==> src/rtl/core/hcmv_pkg.sv <==
package hcmv_pkg;

    // Message layout
    localparam int HEADER_BYTES = 16;
    localparam int MIN_LENGTH   = HEADER_BYTES + 4;
    localparam int CNT_W        = $clog2(MIN_LENGTH + 1);
    localparam int OFS_W        = 4;
    // Width used to compare byte position against the property offset
    localparam int POS_CMP_W    = (CNT_W > OFS_W + 1) ? CNT_W : OFS_W + 1;

    // CRC-32, reflected form
    localparam logic [31:0] CRC_INIT = 32'hFFFF_FFFF;
    localparam logic [31:0] CRC_POLY = 32'hEDB8_8320;

    // Configuration register indexes
    typedef logic [1:0] cfg_index_t;
    localparam cfg_index_t CFG_PROP_VALUE_A = 2'd0;
    localparam cfg_index_t CFG_PROP_VALUE_B = 2'd1;
    localparam cfg_index_t CFG_PROP_OFFSET  = 2'd2;

    localparam logic [15:0]      PROP_VALUE_A_RST = 16'h20C0;
    localparam logic [15:0]      PROP_VALUE_B_RST = 16'hA0C0;
    localparam logic [OFS_W-1:0] PROP_OFFSET_RST  = 4'd14;

    // Result status codes
    typedef logic [2:0] status_t;
    localparam status_t STATUS_TOO_SHORT  = 3'd0;
    localparam status_t STATUS_CRC_ERROR  = 3'd1;
    localparam status_t STATUS_PASS_A     = 3'd2;
    localparam status_t STATUS_PASS_B     = 3'd3;
    localparam status_t STATUS_PASS_OTHER = 3'd4;

    typedef struct packed {
        logic [15:0]      prop_value_a;
        logic [15:0]      prop_value_b;
        logic [OFS_W-1:0] prop_offset;
    } cfg_t;

    // One byte moving from the input register into the message state
    typedef struct packed {
        logic       valid;
        logic [7:0] data;
        logic       last;
    } step_t;

    typedef struct packed {
        logic        valid;
        status_t     status;
        logic [31:0] crc;
    } result_t;

    // One byte of the reflected CRC-32, bit at a time
    function automatic logic [31:0] crc_byte(input logic [31:0] crc_in, input logic [7:0] b);
        logic [31:0] c;
        c = crc_in ^ {24'd0, b};
        for (int k = 0; k < 8; k++) begin
            c = c[0] ? ((c >> 1) ^ CRC_POLY) : (c >> 1);
        end
        return c;
    endfunction

endpackage

==> src/rtl/core/hcmv_msg_state.sv <==
module hcmv_msg_state
    import hcmv_pkg::*;
(
    input  logic    aclk,
    input  logic    aresetn,
    input  cfg_t    cfg,
    input  step_t   step,
    output result_t result
);

    logic [31:0]      crc_reg,   crc_next;
    logic [CNT_W-1:0] count_reg, count_next;
    logic [31:0]      tail_reg,  tail_next;
    logic [15:0]      prop_reg,  prop_next;

    logic [31:0]          crc_upd;
    logic [31:0]          crc_final;
    logic [CNT_W-1:0]     count_upd;
    logic [31:0]          tail_upd;
    logic [15:0]          prop_upd;
    logic                 in_header;
    logic [POS_CMP_W-1:0] pos_ext;
    logic [POS_CMP_W-1:0] ofs_ext;

    // Per-byte update of the running message state
    always_comb begin
        in_header = (count_reg < CNT_W'(HEADER_BYTES));
        pos_ext   = POS_CMP_W'(count_reg);
        ofs_ext   = POS_CMP_W'(cfg.prop_offset);
        crc_upd   = in_header ? crc_byte(crc_reg, step.data) : crc_reg;
        prop_upd  = prop_reg;
        if (in_header && (pos_ext == ofs_ext)) begin
            prop_upd[7:0] = step.data;
        end else if (in_header && (pos_ext == ofs_ext + POS_CMP_W'(1))) begin
            prop_upd[15:8] = step.data;
        end
        tail_upd  = {step.data, tail_reg[31:8]};
        count_upd = (count_reg < CNT_W'(MIN_LENGTH)) ? count_reg + CNT_W'(1) : count_reg;
        crc_final = crc_upd ^ CRC_INIT;
    end

    // Classify the message on its last byte
    always_comb begin
        result.valid = step.valid && step.last;
        result.crc   = crc_final;
        if (count_upd < CNT_W'(MIN_LENGTH)) begin
            result.status = STATUS_TOO_SHORT;
            result.crc    = '0;
        end else if (crc_final != tail_upd) begin
            result.status = STATUS_CRC_ERROR;
        end else if (prop_upd == cfg.prop_value_a) begin
            result.status = STATUS_PASS_A;
        end else if (prop_upd == cfg.prop_value_b) begin
            result.status = STATUS_PASS_B;
        end else begin
            result.status = STATUS_PASS_OTHER;
        end
    end

    // Next state: the last byte returns everything to the idle values
    always_comb begin
        crc_next   = crc_reg;
        count_next = count_reg;
        tail_next  = tail_reg;
        prop_next  = prop_reg;
        if (step.valid) begin
            if (step.last) begin
                crc_next   = CRC_INIT;
                count_next = '0;
                tail_next  = '0;
                prop_next  = '0;
            end else begin
                crc_next   = crc_upd;
                count_next = count_upd;
                tail_next  = tail_upd;
                prop_next  = prop_upd;
            end
        end
    end

    always_ff @(posedge aclk) begin
        if (!aresetn) begin
            crc_reg   <= CRC_INIT;
            count_reg <= '0;
            tail_reg  <= '0;
            prop_reg  <= '0;
        end else begin
            crc_reg   <= crc_next;
            count_reg <= count_next;
            tail_reg  <= tail_next;
            prop_reg  <= prop_next;
        end
    end

endmodule

==> src/rtl/core/hcmv_out_reg.sv <==
module hcmv_out_reg
    import hcmv_pkg::*;
(
    input  logic        aclk,
    input  logic        aresetn,
    input  result_t     result,
    output logic        slot_free,
    output logic        m_tvalid,
    input  logic        m_tready,
    output logic [39:0] m_tdata
);

    logic        valid_reg,  valid_next;
    status_t     status_reg, status_next;
    logic [31:0] crc_reg,    crc_next;

    // A new result may be loaded when the slot is empty or drains this cycle
    assign slot_free = !valid_reg || m_tready;

    always_comb begin
        valid_next  = valid_reg;
        status_next = status_reg;
        crc_next    = crc_reg;
        if (result.valid) begin
            valid_next  = 1'b1;
            status_next = result.status;
            crc_next    = result.crc;
        end else if (m_tready) begin
            valid_next  = 1'b0;
        end
    end

    always_ff @(posedge aclk) begin
        if (!aresetn) begin
            valid_reg <= 1'b0;
        end else begin
            valid_reg <= valid_next;
        end
        status_reg <= status_next;
        crc_reg    <= crc_next;
    end

    assign m_tvalid = valid_reg;
    assign m_tdata  = {5'd0, crc_reg, status_reg};

endmodule

==> src/rtl/core/header_crc_message_validator_unit.sv <==
// Channel   Dir  Ports                                 Contents
// s_        in   s_tvalid s_tready s_tdata s_tlast     one message byte, last-byte flag
// m_        out  m_tvalid m_tready m_tdata             status and computed CRC
// cfg_      in   cfg_we cfg_index cfg_wdata            property values A/B, offset
//
// One byte per cycle while the output can take results: each byte is held in the input register,
// and the CRC byte update plus classification fit between it and the state/output
// registers. The last byte of a message waits in the input register only while
// the output register holds an untaken result. With a free output register,
// m_tvalid rises once the last byte has left the input register and its result is in the output register.
// Reset is synchronous, active low.
module header_crc_message_validator_unit
    import hcmv_pkg::*;
(
    input  logic        aclk,
    input  logic        aresetn,

    input  logic        s_tvalid,
    output logic        s_tready,
    input  logic [7:0]  s_tdata,    // [7:0] data_byte
    input  logic        s_tlast,    // last_byte

    output logic        m_tvalid,
    input  logic        m_tready,
    output logic [39:0] m_tdata,    // [2:0] status, [34:3] computed_crc, [39:35] zero

    input  logic        cfg_we,
    input  cfg_index_t  cfg_index,
    input  logic [15:0] cfg_wdata
);

    cfg_t    cfg_reg, cfg_next;
    logic    in_valid_reg, in_valid_next;
    logic [7:0] in_data_reg;
    logic    in_last_reg;
    logic    slot_free;
    logic    advance;
    step_t   step;
    result_t result;

    // Configuration registers
    always_comb begin
        cfg_next = cfg_reg;
        if (cfg_we) begin
            case (cfg_index)
                CFG_PROP_VALUE_A: cfg_next.prop_value_a = cfg_wdata;
                CFG_PROP_VALUE_B: cfg_next.prop_value_b = cfg_wdata;
                CFG_PROP_OFFSET:  cfg_next.prop_offset  = cfg_wdata[OFS_W-1:0];
                default:          cfg_next = cfg_reg;
            endcase
        end
    end

    always_ff @(posedge aclk) begin
        if (!aresetn) begin
            cfg_reg.prop_value_a <= PROP_VALUE_A_RST;
            cfg_reg.prop_value_b <= PROP_VALUE_B_RST;
            cfg_reg.prop_offset  <= PROP_OFFSET_RST;
        end else begin
            cfg_reg <= cfg_next;
        end
    end

    // Input register: a byte moves on unless it is a last byte facing a full output
    assign advance  = in_valid_reg && (!in_last_reg || slot_free);
    assign s_tready = !in_valid_reg || advance;

    always_comb begin
        in_valid_next = in_valid_reg;
        if (s_tready) begin
            in_valid_next = s_tvalid;
        end
    end

    always_ff @(posedge aclk) begin
        if (!aresetn) begin
            in_valid_reg <= 1'b0;
        end else begin
            in_valid_reg <= in_valid_next;
        end
        if (s_tvalid && s_tready) begin
            in_data_reg <= s_tdata;
            in_last_reg <= s_tlast;
        end
    end

    assign step = {advance, in_data_reg, in_last_reg};

    hcmv_msg_state u_msg_state (
        .aclk    (aclk),
        .aresetn (aresetn),
        .cfg     (cfg_reg),
        .step    (step),
        .result  (result)
    );

    hcmv_out_reg u_out_reg (
        .aclk      (aclk),
        .aresetn   (aresetn),
        .result    (result),
        .slot_free (slot_free),
        .m_tvalid  (m_tvalid),
        .m_tready  (m_tready),
        .m_tdata   (m_tdata)
    );

    // A last byte never overwrites a result that is still waiting
    assert property (@(posedge aclk) disable iff (!aresetn)
        (in_valid_reg && in_last_reg && m_tvalid && !m_tready) |-> !advance)
        else $error("last byte advanced into a full output register");

    // The last byte of a message produces a result in the next cycle
    assert property (@(posedge aclk) disable iff (!aresetn)
        (advance && in_last_reg) |=> m_tvalid)
        else $error("result missing after last byte");

    // A too-short message always reports a zero CRC
    assert property (@(posedge aclk) disable iff (!aresetn)
        (m_tvalid && (m_tdata[2:0] == STATUS_TOO_SHORT)) |-> (m_tdata[34:3] == 32'd0))
        else $error("too-short result carries a nonzero CRC");

    // Bytes that are not last never create a result
    assert property (@(posedge aclk) disable iff (!aresetn)
        (!m_tvalid && !(advance && in_last_reg)) |=> !m_tvalid)
        else $error("result appeared without a last byte");

endmodule
==> config.mk <==
export PLATFORM = sky130hd
export DESIGN_NAME = header_crc_message_validator_unit
export DESIGN_NICKNAME = d
export VERILOG_FILES = /design/src/rtl/core/hcmv_pkg.sv /design/src/rtl/core/hcmv_msg_state.sv /design/src/rtl/core/hcmv_out_reg.sv /design/src/rtl/core/header_crc_message_validator_unit.sv
export SDC_FILE = /design/constraint.sdc
export NUM_CORES = 1
export LEC_CHECK = 0
export BUFFER_PORTS_ARGS = -buffer_cell sky130_fd_sc_hd__buf_2
export CORE_AREA = 2 2 129 131
export DETAILED_ROUTE_END_ITERATION = 16
export DIE_AREA = 0 0 131 133
export MAX_ROUTING_LAYER = met4
export PLACE_DENSITY = 0.79
export SLEW_MARGIN = 15
export SYNTH_ARGS = -nofsm -noshare
export SYNTH_HDL_FRONTEND = slang
export SYNTH_HIERARCHICAL = 1
export SYNTH_SLANG_ARGS = --single-unit
==> constraint.sdc <==
create_clock -name aclk -period 4.6 [get_ports aclk]
set_clock_uncertainty 0.05 [all_clocks]
set_input_delay 0.23 -clock aclk [delete_from_list [all_inputs] [get_ports aclk]]
set_output_delay 0.23 -clock aclk [all_outputs]
set_load 0.005 [all_outputs]
==> results.py, run 1 <==
metrics = {
    "power_and_ir_drop": {
        "seqPwrFrac": 0.386,
        "vdd_drop_max_mv": 0.307,
        "switchingPower_w": 0.00134,
        "p_comb_frac": 0.296,
        "internal-power_w": 0.00276,
        "leakage_nw": 4.17,
        "power_density_nw_per_um2": 390,
        "p_sw_frac": 0.328,
        "p_clk_frac": 0.319,
    },
    "die": {
        "core-area_um2": 16200,
        "rows": 47,
        "boundaryPins": 74,
        "start_util": 0.585,
        "dieArea_um2": 17400,
        "die_x_um": 131,
        "fp.dieH_um": 133,
    },
    "route": {
        "ant_nets": 0,
        "drt_pre_antenna_iters": 9,
        "route.detailed.drc": 0,
        "via_count": 7573,
        "drt-total-wl_mm": 26.5,
        "drt_iter0_markers": 633,
        "wl_per_cell_um": 21.2,
        "viasPerCell": 6.07,
    },
    "timing": {
        "rsz0062_at_grt": "false",
        "fmax_mhz": 252,
        "fin_crit_sh": 0.863,
        "setup_viol": 0,
        "setup_tns_ns": 0,
        "maxSlewViolCount": 0,
        "worst_pin_slew_ns": 1.05,
        "finalHoldViolCount": 0,
        "finalCriticalPeriod_ns": 3.97,
        "max-slew-margin-rel": 0.299,
    },
    "cells_and_area": {
        "final_nets": 1048,
        "finish.utilization": 0.650,
        "layout-drive-gt1-share": 0.148,
        "diodes": 0,
        "layout_commonest_cell": "dfxtp_1",
        "final_cell_mix": "dfxtp_1, nand2_1, buf_2",
        "area_growth_pct": 11.1,
        "largest_register_ffs": 36,
    },
    "clock_tree": {
        "insertion_delay_ns": 0.44,
        "cts.sink_count": 159,
        "htree_levels": 4,
        "clkTransAtPathRegs_ns": 0.06,
        "cts_buffer_depth": 2,
        "post-cts-setup-buffers": 0,
        "cts-resized-gates": 0,
        "tritoncts": "done",
        "hold_buffers": 11,
        "cts_root_buf": "clkbuf_16",
        "cts_buffers": 17,
    },
    "setup_path": {
        "critical_path_class": "flip-flop to flip-flop",
        "crit_fanout": 8,
        "crit_path_end_kind": "flip-flop",
        "crit_path_start_kind": "flip-flop",
        "crit_arrival_ns": 4.11,
        "critPathRequiredTime_ns": 4.74,
    },
    "global_routing": {
        "antenna_found_initial": 0,
        "grt_pass1_wl_mm": 40.9,
        "track_usage": 0.324,
        "grt_pass1_vias": 7171,
        "grt_overflow": 0,
        "grt_start_max_net_pins": 100,
    },
    "placement": {
        "place_congestion": 0.999,
        "port_buffers": 68,
        "dpl.hpwl_mm": 19.2,
    },
    "synthesis": {
        "async_reset_ff_frac": 0,
        "synth_cells": 965,
        "yosys_warnings": 6,
        "syn_area_um2": 9450,
        "avgSynthCellArea_um2": 9.80,
        "synth.distinct_cells": 81,
        "ys.flop_type": "dfxtp_1",
        "synth_edf_count": 44,
        "ys_ff_latch": 159,
        "yosysSeqAreaShare": 0.383,
    },
    "flow_run": {
        "max_cap_violations": 0,
    },
    "outcome": {
        "status": "finished, final reports clean",
    },
    "hold_path": {
        "holdCritPathClass": "primary input to flip-flop",
    },
}
cells in the mapped netlist, drive strengths merged, types with 22 or more instances:
cell type	count	area, µm²
edfxtp	44	1320
nor2b	43	269
clkbuf	43	163
xnor3	25	567
and2	26	164
inv	43	161
xor2	41	385
nand2	109	409
dfxtp	115	2300
nor2	45	169
xnor2	70	744
a21oi	29	145
mux2i	45	463
o21ai	22	110
o211ai	34	255
buf	32	254
power by group through the flow:
stage | Combinational (W) | Clock [W] | Sequential (W)
after floorplan | 0.000953 | 0 | 0.00156
after global placement | 0.00117 | 0 | 0.00161
after detailed placement | 0.00117 | 0 | 0.00161
after CTS | 0.00119 | 0.00132 | 0.00158
after global routing | 0.00130 | 0.00138 | 0.00158
final | 0.00121 | 0.00131 | 0.00158
per-stage QoR:
| step | hold WS (ns) | power, W | worst slack (ns) | instance area, µm² | instances |
|---|---|---|---|---|---|
| final | 0.0120 | 0.00410 | 0.630 | 10500 | 1247 |
| after global routing | 0.0100 | 0.00426 | 0.510 | 10500 | 1247 |
| after CTS | 0.00542 | 0.00408 | 0.669 | 10500 | 1247 |
| after detailed placement | 0.358 | 0.00278 | 0.678 | 9860 | 1204 |
| after global placement | 0.357 | 0.00277 | 0.750 | 9860 | 1204 |
| after floorplan | 0.279 | 0.00252 | 1.24 | 9470 | 969 |
area by class of cell:
class	count	area [µm²]
flip-flops and latches	159	3620
fillers	1324	5670
clock buffers	18	429
well taps	220	275
inverters	43	161
clock inverters	14	109
repair buffers	101	616
multi-input cells	692	5290
critical path: stages, from the launching register on:
cell and delay [ns]:
edfxtp_1 0.55, xnor2_2 0.53, xnor3_1 0.70, xnor3_4 0.52, nor2_1 0.10, a21oi_1 0.07, a2111o_1 0.45, or4_4 0.55
o21ba_1 0.20
worst paths after layout:
check | from | endpoint | slack, ns | cells past startpoint
max | in_data_reg[0] | u_out_reg/status_reg[0] | 0.63 | 8
min | cfg_wdata[5] | cfg_reg[9] | 0.01 | 3
max reg2reg | in_data_reg[0] | u_out_reg/status_reg[0] | 0.63 | 8
min reg2reg | cfg_reg[23] | cfg_reg[23] | 0.43 | 2
logic make-up after synthesis:
kind of cell / Yosys count / synth area share
compound gates: 201 / 0.150
xor+xnor: 141 / 0.192
fa+ha+maj: 2 / 0.00265
buf+inv: 118 / 0.0611
flops: 159 / 0.383
mux: 47 / 0.0513
other cells: 1 / 0.000397
simple gates: 296 / 0.158
metal layers:
layer,track usage,part of all wire,up-vias
li1,-,-,3498
met1,0.422,0.42,3632
met4,0.137,0.036,0
met5,-,0,-
met2,0.491,0.47,371
met3,0.0651,0.077,72
No activity file was read; power rests on OpenSTA's default activity.
==> run 2: changes to the inputs <==
ABC_AREA = 1   (was unset)
CORE_AREA = 2 2 128 130   (was 2 2 129 131)
DIE_AREA = 0 0 130 132   (was 0 0 131 133)
PLACE_DENSITY = 0.78   (was 0.79)
==> run 2 against run 1 <==
Combinational power fell by 43%. Synthesized cell count rose by 46%. Fmax rose by 24%. Cell area fell by 0.14%. Count of clock-buffer cells in the layout rose by 5. Global-route usage fell by 0.22 points. Largest power group unchanged. First-iteration DRC count rose by 57%. Hold slack got worse by 0.0062 ns. Critical endpoint unchanged.
==> results.py, run 2 <==
metrics = {
    "hold_path": {
        "holdCritPathClass": "primary input to flip-flop",
        "whs_path_depth": 3,
        "min_to": "cfg_reg[7]",
        "hold_start": "cfg_wdata[3]",
    },
    "route": {
        "drt-met1-wl_mm": 10.6,
        "ant_nets": 0,
        "top_layer": "met4",
        "drt-total-wl_mm": 26.2,
        "viasPerCell": 5.42,
        "route.detailed.drc": 0,
        "drt_pre_antenna_iters": 6,
        "wl_per_cell_um": 15.4,
        "wl_met3_mm": 2.02,
        "drt_iter0_markers": 996,
        "via_count": 9209,
        "met2WireLength_mm": 12.3,
    },
    "synthesis": {
        "synth_common_cells": "nand2_1, inv_1, nand3_1",
        "ys.flop_type": "dfxtp_1",
        "synth_top_area_frac": 0.248,
        "synth_area_leaders": "dfxtp_1, nand2_1, edfxtp_1",
        "yosysSeqAreaShare": 0.391,
        "yosys_warnings": 6,
        "synth_top_cell_by_area": "dfxtp_1",
        "ys_ff_latch": 159,
        "synth.distinct_cells": 43,
        "synth_cells": 1405,
        "synth.most_common_cell": "nand2_1",
        "async_reset_ff_frac": 0,
        "syn_area_um2": 9270,
        "synth_edf_count": 44,
        "avgSynthCellArea_um2": 6.60,
    },
    "timing": {
        "max-slew-margin-rel": 0.256,
        "maxSlewViolCount": 0,
        "fmax_mhz": 311,
        "finalCriticalPeriod_ns": 3.21,
        "rsz0062_at_grt": "false",
        "fin_crit_sh": 0.699,
        "worst_pin_slew_ns": 1.11,
        "setup_ws_ns": 1.39,
        "setup_tns_ns": 0,
        "finalHoldViolCount": 0,
        "setup_viol": 0,
    },
    "cells_and_area": {
        "layout-drive-gt1-share": 0.112,
        "final_cell_mix": "nand2_1, inv_1, nand3_1",
        "layout_commonest_cell": "nand2_1",
        "area_growth_pct": 13.2,
        "finish.utilization": 0.668,
        "regArea_um2": 3620,
        "multi_input_area_um2": 4740,
        "final_nets": 1503,
        "largest_register_ffs": 36,
        "diodes": 0,
        "final_cells": 1698,
        "fill_cells": 1402,
    },
    "power_and_ir_drop": {
        "switchingPower_w": 0.00111,
        "p_sw_frac": 0.297,
        "p_clk_frac": 0.402,
        "power_density_nw_per_um2": 356,
        "leakage_nw": 5.20,
        "p_comb_frac": 0.186,
        "vdd_drop_max_mv": 0.289,
        "seqPwrFrac": 0.412,
        "internal-power_w": 0.00263,
    },
    "clock_tree": {
        "cts_buffers": 17,
        "cts.sink_count": 159,
        "post-cts-setup-buffers": 0,
        "cts_buffer_depth": 2,
        "cts_root_buf": "clkbuf_16",
        "htree_levels": 4,
        "clkTransAtPathRegs_ns": 0.06,
        "tritoncts": "done",
        "insertion_delay_ns": 0.43,
    },
    "die": {
        "core-area_um2": 15700,
        "rows": 46,
        "start_util": 0.590,
        "boundaryPins": 74,
        "dieArea_um2": 17200,
        "die_x_um": 130,
        "fp.dieH_um": 132,
    },
    "global_routing": {
        "grt_start_max_net_pins": 90,
        "grt_pass1_vias": 8201,
        "grt_overflow": 0,
        "grt_pass1_wl_mm": 41.8,
        "track_usage": 0.322,
        "antenna_found_initial": 0,
    },
    "setup_path": {
        "r2r_start": "in_data_reg[5]",
        "critPathLaunch": "in_data_reg[5]",
        "crit_fanout": 6,
        "r2r_slack_ns": 1.39,
        "critical_path_class": "flip-flop to flip-flop",
        "crit_path_end_kind": "flip-flop",
        "rr_worst_depth": 18,
        "critPathRequiredTime_ns": 4.70,
        "crit_arrival_ns": 3.31,
        "crit-reg2reg-capture": "u_out_reg/status_reg[0]",
        "crit_path_start_kind": "flip-flop",
    },
    "outcome": {
        "status": "finished, final reports clean",
    },
    "placement": {
        "port_buffers": 68,
        "place_congestion": 1.04,
        "placedCellCount": 1648,
        "dp_worst_setup_slack_ns": 1.53,
        "dpl.hpwl_mm": 18.8,
    },
    "flow_run": {
        "max_cap_violations": 0,
    },
}
## run 2: kinds of logic after synthesis
kind of cell,Yosys count,share of synthesized area
and+or+nand+nor,833,0.383
buffers and inverters,222,0.0996
AOI/OAI and AO/OA,159,0.0944
DFF,159,0.391
xor gates and xnor gates,29,0.0290
adders and majority gates,2,0.00270
other,1,0.000405
## run 2: power by group through the flow
stage          Combinational, W  Clock [W]  Sequential [W]
6_report               0.000694    0.00150         0.00154
2_1_floorplan          0.000501          0         0.00155
4_1_cts                0.000676    0.00152         0.00154
5_1_grt                0.000778    0.00157         0.00154
3_3_place_gp           0.000651          0         0.00157
3_5_place_dp           0.000660          0         0.00157
## run 2: metrics by stage
stage                     instance area (µm²)  total power, W  hold WS (ns)
after global routing                    10500         0.00389       0.00778
after detailed placement                 9680         0.00223         0.359
final                                   10500         0.00374       0.00578
after floorplan                          9280         0.00205         0.279
after CTS                               10500         0.00373       0.00254
after global placement                   9680         0.00222         0.359
## run 2: critical path: stages (launching register included)
cell	delay, ns
edfxtp_1	0.61
inv_1	0.35
nand2_1	0.09
nand2_1	0.20
nand2_1	0.08
nand2_1	0.20
nand2_1	0.14
nand2_1	0.13
inv_1	0.04
nand2_1	0.05
nand3_1	0.08
nand3_1	0.11
nand2_1	0.07
nor2_1	0.11
nand2_1	0.07
nor2_1	0.19
nand2_1	0.10
nor2_2	0.17
a21oi_1	0.08
## run 2: worst max-delay path by stage
stage / slack, ns / endpoint / depth (start not counted)
after detailed placement: 1.53 / u_out_reg/status_reg[0] / 19
after floorplan: 2.06 / u_msg_state/crc_reg[9] / 8
final: 1.39 / u_out_reg/status_reg[0] / 18
after CTS: 1.52 / u_out_reg/status_reg[0] / 18
after global routing: 1.28 / u_out_reg/status_reg[0] / 18
after global placement: 1.53 / u_out_reg/status_reg[0] / 19
## run 2: metal layers
metal / vias to the layer above / global-route usage
met5: - / -
met4: 0 / 0.165
met3: 85 / 0.0548
met2: 405 / 0.500
met1: 4148 / 0.401
li1: 4571 / -
## run 2: final cells by class
type,count,area share
Clock buffer,23,0.0476
Tap cell,216,0.0258
Inverter,167,0.0603
Timing Repair Buffer,96,0.0568
Clock inverter,9,0.0122
Multi-Input combinational cell,1028,0.452
Sequential cell,159,0.345
## run 2: what timing repair did
item | CTS | global route
hold buffers | 18 | 0
resized for setup | 0 | 0
endpoints found under the hold margin | 18 | 0
